## config.mk

```make
export PLATFORM = sky130hd
export DESIGN_NAME = ptw_walk
export DESIGN_NICKNAME = d
export VERILOG_FILES = /design/src/rtl/ptw_pkg.sv /design/src/rtl/ptw_walk.sv
export SDC_FILE = /design/constraint.sdc
export NUM_CORES = 1
export LEC_CHECK = 0
export BUFFER_PORTS_ARGS = -buffer_cell sky130_fd_sc_hd__buf_2
export CAP_MARGIN = 15
export CORE_AREA = 2 2 161 163
export DETAILED_ROUTE_END_ITERATION = 8
export DIE_AREA = 0 0 163 165
export PLACE_DENSITY = 0.64
export SLEW_MARGIN = 5
export SYNTH_ARGS = -nofsm -noshare
export SYNTH_HDL_FRONTEND = slang
export SYNTH_SLANG_ARGS = --single-unit
```

## constraint.sdc

```tcl
create_clock -name clk -period 6 [get_ports clk]
set_input_delay 0.3 -clock clk [delete_from_list [all_inputs] [get_ports clk]]
set_output_delay 0.3 -clock clk [all_outputs]
set_load 0.02 [all_outputs]
```

## src/rtl/ptw_pkg.sv

```systemverilog
`timescale 1ns / 1ps

package ptw_pkg;

  localparam int ENTRY_IDX_W = 9;
  localparam int ENTRY_W     = 64;
  localparam int VA_W        = 48;
  localparam int PA_W        = 52;
  localparam int OP_W        = 2;
  localparam int ROOT_W      = 6;
  localparam int SIZE_W      = 2;

  localparam int PRESENT_BIT = 0;
  localparam int HUGE_BIT    = 7;

  localparam logic [SIZE_W-1:0] PAGE_4K = 2'd0;
  localparam logic [SIZE_W-1:0] PAGE_2M = 2'd1;
  localparam logic [SIZE_W-1:0] PAGE_1G = 2'd2;

  localparam logic [1:0] LVL_TOP  = 2'd0;
  localparam logic [1:0] LVL_1G   = 2'd1;
  localparam logic [1:0] LVL_2M   = 2'd2;
  localparam logic [1:0] LVL_LEAF = 2'd3;

  typedef enum logic [OP_W-1:0] {
    OP_WRITE     = 2'd0,
    OP_TRANSLATE = 2'd1,
    OP_UNMAP     = 2'd2
  } op_t;

  typedef enum logic [2:0] {
    ST_CLEAR,
    ST_IDLE,
    ST_WRITE,
    ST_ISSUE,
    ST_EVAL,
    ST_FAIL
  } state_t;

  typedef struct packed {
    logic                valid;
    logic                found;
    logic [PA_W-1:0]     mapped_addr;
    logic [ENTRY_W-1:0]  entry_flags;
    logic [SIZE_W-1:0]   leaf_size;
  } ptw_result_t;

  // Virtual-address slice that indexes the table at a given walk level.
  function automatic logic [ENTRY_IDX_W-1:0] level_index(input logic [VA_W-1:0] va,
                                                         input logic [1:0] lvl);
    logic [ENTRY_IDX_W-1:0] idx;
    unique case (lvl)
      LVL_TOP:  idx = va[47:39];
      LVL_1G:   idx = va[38:30];
      LVL_2M:   idx = va[29:21];
      default:  idx = va[20:12];
    endcase
    return idx;
  endfunction

endpackage

```

## src/rtl/ptw_walk.sv

```systemverilog
`timescale 1ns / 1ps

module ptw_walk import ptw_pkg::*; #(
  parameter int TABLE_FRAMES = 64,
  parameter int FRAME_W      = 6,
  parameter int ADDR_W       = 15
) (
  input  logic                   clk,
  input  logic                   rst,
  input  logic                   start,
  output logic                   busy,
  input  logic [OP_W-1:0]        operation,
  input  logic [ROOT_W-1:0]      table_frame,
  input  logic [ENTRY_IDX_W-1:0] entry_index,
  input  logic [ENTRY_W-1:0]     entry_value,
  input  logic [VA_W-1:0]        lookup_addr,
  input  logic [ROOT_W-1:0]      unmap_root_frame,
  input  logic [ROOT_W-1:0]      root_frame,
  output ptw_result_t            result,
  output logic [ADDR_W-1:0]      mem_addr,
  output logic                   mem_we,
  output logic [ENTRY_W-1:0]     mem_wdata,
  output logic                   mem_re,
  input  logic [ENTRY_W-1:0]     mem_rdata
);

  localparam int DEPTH = TABLE_FRAMES * (2 ** ENTRY_IDX_W);
  localparam logic [ADDR_W-1:0] LAST_ADDR = ADDR_W'(DEPTH - 1);

  state_t                 state, state_next;
  logic [OP_W-1:0]        op_q;
  logic [VA_W-1:0]        va_q;
  logic [ROOT_W-1:0]      root_q;
  logic [ROOT_W-1:0]      wr_frame_q;
  logic [ENTRY_IDX_W-1:0] wr_idx_q;
  logic [ENTRY_W-1:0]     wr_val_q;
  logic [1:0]             lvl, lvl_next;
  logic [ADDR_W-1:0]      leaf_addr, leaf_addr_next;
  logic [ADDR_W-1:0]      clr_addr;

  logic                   accept;
  logic                   present;
  logic                   huge;
  logic [39:0]            next_frame;
  logic                   next_ok;
  logic [1:0]             lvl_inc;
  logic [ADDR_W-1:0]      next_addr;
  logic [ADDR_W-1:0]      root_addr;

  assign busy   = (state != ST_IDLE);
  assign accept = start && !busy;

  assign present    = mem_rdata[PRESENT_BIT];
  assign huge       = mem_rdata[HUGE_BIT] && ((lvl == LVL_1G) || (lvl == LVL_2M));
  assign next_frame = mem_rdata[51:12];
  assign next_ok    = (next_frame < 40'(TABLE_FRAMES));
  assign lvl_inc    = lvl + 2'd1;
  assign next_addr  = {next_frame[FRAME_W-1:0], level_index(va_q, lvl_inc)};
  assign root_addr  = {FRAME_W'(root_q), level_index(va_q, LVL_TOP)};

  always_ff @(posedge clk) begin
    if (rst) begin
      state    <= ST_CLEAR;
      clr_addr <= '0;
    end else begin
      state <= state_next;
      if (state == ST_CLEAR) begin
        clr_addr <= clr_addr + ADDR_W'(1);
      end
    end
  end

  always_ff @(posedge clk) begin
    if (accept) begin
      op_q       <= operation;
      va_q       <= lookup_addr;
      root_q     <= (op_t'(operation) == OP_TRANSLATE) ? root_frame : unmap_root_frame;
      wr_frame_q <= table_frame;
      wr_idx_q   <= entry_index;
      wr_val_q   <= entry_value;
    end
    lvl       <= lvl_next;
    leaf_addr <= leaf_addr_next;
  end

  always_comb begin
    state_next     = state;
    lvl_next       = lvl;
    leaf_addr_next = leaf_addr;
    mem_addr       = '0;
    mem_we         = 1'b0;
    mem_wdata      = '0;
    mem_re         = 1'b0;
    result         = '0;

    unique case (state)
      ST_CLEAR: begin
        mem_addr = clr_addr;
        mem_we   = 1'b1;
        if (clr_addr == LAST_ADDR) begin
          state_next = ST_IDLE;
        end
      end

      ST_IDLE: begin
        if (accept) begin
          lvl_next = LVL_TOP;
          unique case (op_t'(operation))
            OP_WRITE:     state_next = ST_WRITE;
            OP_TRANSLATE: state_next = ST_ISSUE;
            OP_UNMAP:     state_next = ST_ISSUE;
            default:      state_next = ST_FAIL;
          endcase
        end
      end

      ST_WRITE: begin
        state_next   = ST_IDLE;
        result.valid = 1'b1;
        if (32'(wr_frame_q) < TABLE_FRAMES) begin
          mem_addr     = {FRAME_W'(wr_frame_q), wr_idx_q};
          mem_we       = 1'b1;
          mem_wdata    = wr_val_q;
          result.found = 1'b1;
        end
      end

      ST_ISSUE: begin
        if (32'(root_q) < TABLE_FRAMES) begin
          mem_addr       = root_addr;
          mem_re         = 1'b1;
          leaf_addr_next = root_addr;
          state_next     = ST_EVAL;
        end else begin
          result.valid = 1'b1;
          state_next   = ST_IDLE;
        end
      end

      ST_EVAL: begin
        if (!present) begin
          result.valid = 1'b1;
          state_next   = ST_IDLE;
        end else if (lvl == LVL_LEAF) begin
          result.valid = 1'b1;
          result.found = 1'b1;
          state_next   = ST_IDLE;
          if (op_t'(op_q) == OP_UNMAP) begin
            // The leaf slot is still held from the read that fetched it.
            mem_addr           = leaf_addr;
            mem_we             = 1'b1;
            result.mapped_addr = {mem_rdata[51:12], 12'd0};
          end else begin
            result.mapped_addr = {mem_rdata[51:12], va_q[11:0]};
            result.entry_flags = {mem_rdata[63:52], 40'd0, mem_rdata[11:0]};
            result.leaf_size   = PAGE_4K;
          end
        end else if (huge) begin
          result.valid = 1'b1;
          state_next   = ST_IDLE;
          if (op_t'(op_q) == OP_TRANSLATE) begin
            result.found       = 1'b1;
            result.entry_flags = {mem_rdata[63:52], 40'd0, mem_rdata[11:0]};
            if (lvl == LVL_1G) begin
              result.mapped_addr = {mem_rdata[51:30], va_q[29:0]};
              result.leaf_size   = PAGE_1G;
            end else begin
              result.mapped_addr = {mem_rdata[51:21], va_q[20:0]};
              result.leaf_size   = PAGE_2M;
            end
          end
        end else if (next_ok) begin
          mem_addr       = next_addr;
          mem_re         = 1'b1;
          leaf_addr_next = next_addr;
          lvl_next       = lvl_inc;
        end else begin
          result.valid = 1'b1;
          state_next   = ST_IDLE;
        end
      end

      ST_FAIL: begin
        result.valid = 1'b1;
        state_next   = ST_IDLE;
      end

      default: begin
        state_next = ST_IDLE;
      end
    endcase
  end

`ifndef SYNTH
  a_port_exclusive: assert property (@(posedge clk) disable iff (rst)
    !(mem_we && mem_re))
    else $error("table store read and written in the same cycle");

  a_eval_has_data: assert property (@(posedge clk) disable iff (rst)
    (state == ST_EVAL) |-> $past(mem_re))
    else $error("entry evaluated without a read in the previous cycle");

  a_no_result_in_clear: assert property (@(posedge clk) disable iff (rst)
    (state == ST_CLEAR) |-> !result.valid)
    else $error("result produced during the clearing pass");

  a_accept_goes_busy: assert property (@(posedge clk) disable iff (rst)
    accept |=> busy)
    else $error("accepted word did not make the block busy");
`endif

endmodule

```

==> summary.md <==
| Metric | Value |
|---|---|
| Synthesized area | 8200 sq um |
| Hold Path Depth | 1 |
| Vias in the first global route | 6164 |
| Pin count of the biggest net entering global routing | 65 |
| CTS sink count | 170 |
| Seq pwr share | 0.528 |
| Initial antenna violation count | 3 |
| Rel. slew slack | 0.198 |
| Hold buffers post-CTS | 0 |
| Leakage power | approximately 4.7 nW |
| R2R Setup Slk | 2.60 ns |
| CP Capture Type | output pin |
| HP Class | primary input to register |
| CTS root buf | clkbuf_16 |
| Filler cells | 2383 |
| Max Clk Rate | 237 MHz |
| Max Slew Vio Count | 0 |
| Period utilization | 0.703 |
| Synth Flop Type | edfxtp_1 |
| DRC viols | 0 |
| Switching Power | 558 uW |
| GRT Resource Usage Total | 0.179 |
| Routability cong. | around 0.79 |
| Ys Warns | 0 |
| Pint | 1.88 mW |
| Count of state elements after synthesis | 170 |
| Global-route wire length before repair | 35500 um |
| Unrepaired setup endpoints after global routing | no |
| Sw frac | 0.229 |
| Initial Utilization | 0.327 |
| Ys async rst share | 0 |
| Max IR drop VDD | 0.173 mV |
| Routed Antenna Nets | 0 |
| Avg Vias per Cell | 4.73 |
| # nets final | 1220 |
| Core Rows | 58 |
| Layout cells sized above 1 | 0.460 |
| Endpoint, Worst Hold | va_q[27] |
| Max Root-Sink Buffers | 2 |
| DRT Pass-1 Iters | 5 |
| Critical R2R Launch | state[2] |
| DP HPWL | ~20000 um |
| Setup TNS Final | 0 ns |
| Comb pwr share | 0.051 |
| GRT overflow | 0 |
| Clock share of power | 0.421 |
| Critical Path AT | 3.92 ns |
| Reg2reg end | leaf_addr[8] |
| Fin Clk Skew | 0.0134 ns |
| Synth unique cells | 55 |
| Cell Pwr Density | 227 nW/um^2 |
| # setup viols final | 0 |
| P&R area growth vs syn | 31.0% |
| Syn_area_per_cell | 12.6 sq um |
| Required @ worst endpoint | 5.70 ns |
| Crit path largest cell delay | between 0.9 and 1 ns |
| Sequential area share after synthesis | 0.601 |
| Total chip power | 2.44 mW |
| I/O pin count | 410 |
| Fin crit period | 4.22 ns |
| MaxCap Viol Count | 0 |
| Core Area | 25000 sq um |
| Crit-path slowest cell | a21boi_2 |
| Chip Height | ~170 um |
| Run status | finished clean |
| CP Class | register to output pin |
| Reg2Reg Depth | 4 |
| Post-CTS Setup Repair Bufs | 0 |
| Port Buffers | 369 |
| Total CTS buffers | 17 |
| Vias | 6374 |
| Die ar. | between 20000 and 30000 sq um |
| CP Max Fanout | 35 |
| CTS resizes | 0 |
| Total routed wirelength | 25200 um |
| CTS tree | yes |
| CP startpoint kind | register |
| Initial DRC count | around 390 |
| # H-tree levels | 4 |
| Die width | 163 um |
| Crit-path cells | ha_1, inv_1, a21oi_2, a21boi_2, and2_1, buf_2 |
| Pin slew with the least headroom to its limit | between 1 and 1.5 ns |
| Clock latency at the later pin of the worst-skew pair | 0.42 ns |
| Final Hold Fails | 0 |
| Worst-path clk slew | 0.07 ns |
| Hold Path Origin | lookup_addr[27] |
| Post-Synthesis Cells | 650 |
| EDFF count, synth | 152 |
| WL/cell | 18.7 um |
synthesized netlist by cell type, drive strengths merged, types with 2 or more instances:
cell type	n	share of area
mux2	36	0.049
nor4	9	0.011
a222oi	9	0.011
and3	6	0.0046
or4	2	0.0018
xor2	7	0.0075
nand3	15	0.0092
edfxtp	152	0.56
o21ai	5	0.0031
inv	15	0.0069
nor3	4	0.0024
or3	3	0.0023
nand2	17	0.0078
o31ai	2	0.0018
ha	7	0.011
xnor2	2	0.0021
and3b	2	0.0021
clkbuf	28	0.013
buf	49	0.043
nor2	42	0.019
nand3b	2	0.0018
a21oi	20	0.013
nand4	6	0.0046
nor2b	2	0.0015
dfxtp	18	0.044
a22oi	24	0.022
a221o	15	0.021
and2	122	0.093
mux2i	10	0.012
a21o	2	0.0021
per-layer routing:
layer / part of all wire / track usage
met1: 0.38 / 0.203
met2: 0.50 / 0.316
met3: 0.093 / 0.0615
met4: 0.023 / 0.0607
met5: 0.0013 / 0
cell usage in the layout, fill, tap and decap left out, types with 9 or more instances in the layout:
cell and instances:
mux2i_1 10, and2_1 121, dfxtp_1 18, buf_2 369, a221o_2 15, a21oi_1 19
nand3_1 15, mux2_2 36, inv_1 15, nand2_1 17, a22oi_1 24, nor2_1 42
clkbuf_16 17, conb_1 40, a222oi_1 9, edfxtp_1 152
power by group through the flow:
stage	combinational (mW)	sequential (mW)	clock [mW]
6_report	0.124	1.29	1.03
5_1_grt	0.135	1.29	1.10
2_1_floorplan	0.0602	1.31	0
3_5_place_dp	0.124	1.31	0
3_3_place_gp	0.124	1.31	0
4_1_cts	0.125	1.29	1.05
cell type report:
| class | instances | area (sq um) | share of cell area |
|---|---|---|---|
| flip-flops and latches | 170 | 4920 | 0.459 |
| multi-input cells | 427 | 2920 | 0.272 |
| repair buffers | 374 | 1880 | 0.176 |
| clock buffers | 17 | 425 | 0.0396 |
| well taps | 330 | 413 | 0.0385 |
| clock inverters | 14 | 111 | 0.0104 |
| inverters | 15 | 56.3 | 0.00525 |
| diodes | 1 | 2.50 | 0.000233 |
worst max-delay path by stage:
stage | from | cells after the start | slack, ns | endpoint
after floorplan | state[0] | 4 | 1.11 | lvl[0]
after global placement | lvl[0] | 6 | 2.49 | result[4]
after detailed placement | lvl[0] | 6 | 2.24 | result[62]
after CTS | lvl[0] | 6 | 1.76 | result[62]
after global routing | lvl[0] | 6 | 1.44 | result[62]
final | lvl[0] | 6 | 1.78 | result[64]
state kept, by name, summed over array words and instances (netlist names):
name and flops:
wr_val_q 64, va_q 48, clr_addr 15, leaf_addr 15, wr_idx_q 9, root_q 6, wr_frame_q 6, state 3
lvl 2, op_q 2
worst max-delay path, delay by kind of cell (launching register included):
kind                     cells  cell delay [ns]
AO/OA/AOI/OAI                2             1.68
buffers and inverters        2             0.55
adder cells (fa/ha/maj)      1             0.53
flip-flops                   1             0.46
AND/OR/NAND/NOR              1             0.25
per-stage QoR:
| step | utilization | hold slack, ns | area [sq um] | instances | worst slack [ns] |
|---|---|---|---|---|---|
| after floorplan | - | 0.399 | 8340 | 689 | 1.11 |
| after global placement | 0.407 | 0.476 | 10200 | 1316 | 2.49 |
| after detailed placement | 0.407 | 0.478 | 10200 | 1316 | 2.24 |
| after CTS | 0.429 | 0.0296 | 10700 | 1347 | 1.76 |
| after global routing | 0.429 | 0.0154 | 10700 | 1347 | 1.44 |
| final | 0.429 | 0.0448 | 10700 | 1348 | 1.78 |
cells by family (layout without fill, tap and decap cells):
kind of cell,count (synthesis),count (layout),share of synthesized area
and+or+nand+nor,242,242,0.175
DFF,170,170,0.601
buffers and inverters,92,420,0.0629
AOI/OAI and AO/OA,83,83,0.0792
muxes,46,46,0.0617
xor gates and xnor gates,9,9,0.00962
adders and majority gates,7,7,0.0107
other,1,41,0.000458
(Power assumes the default switching activity.)
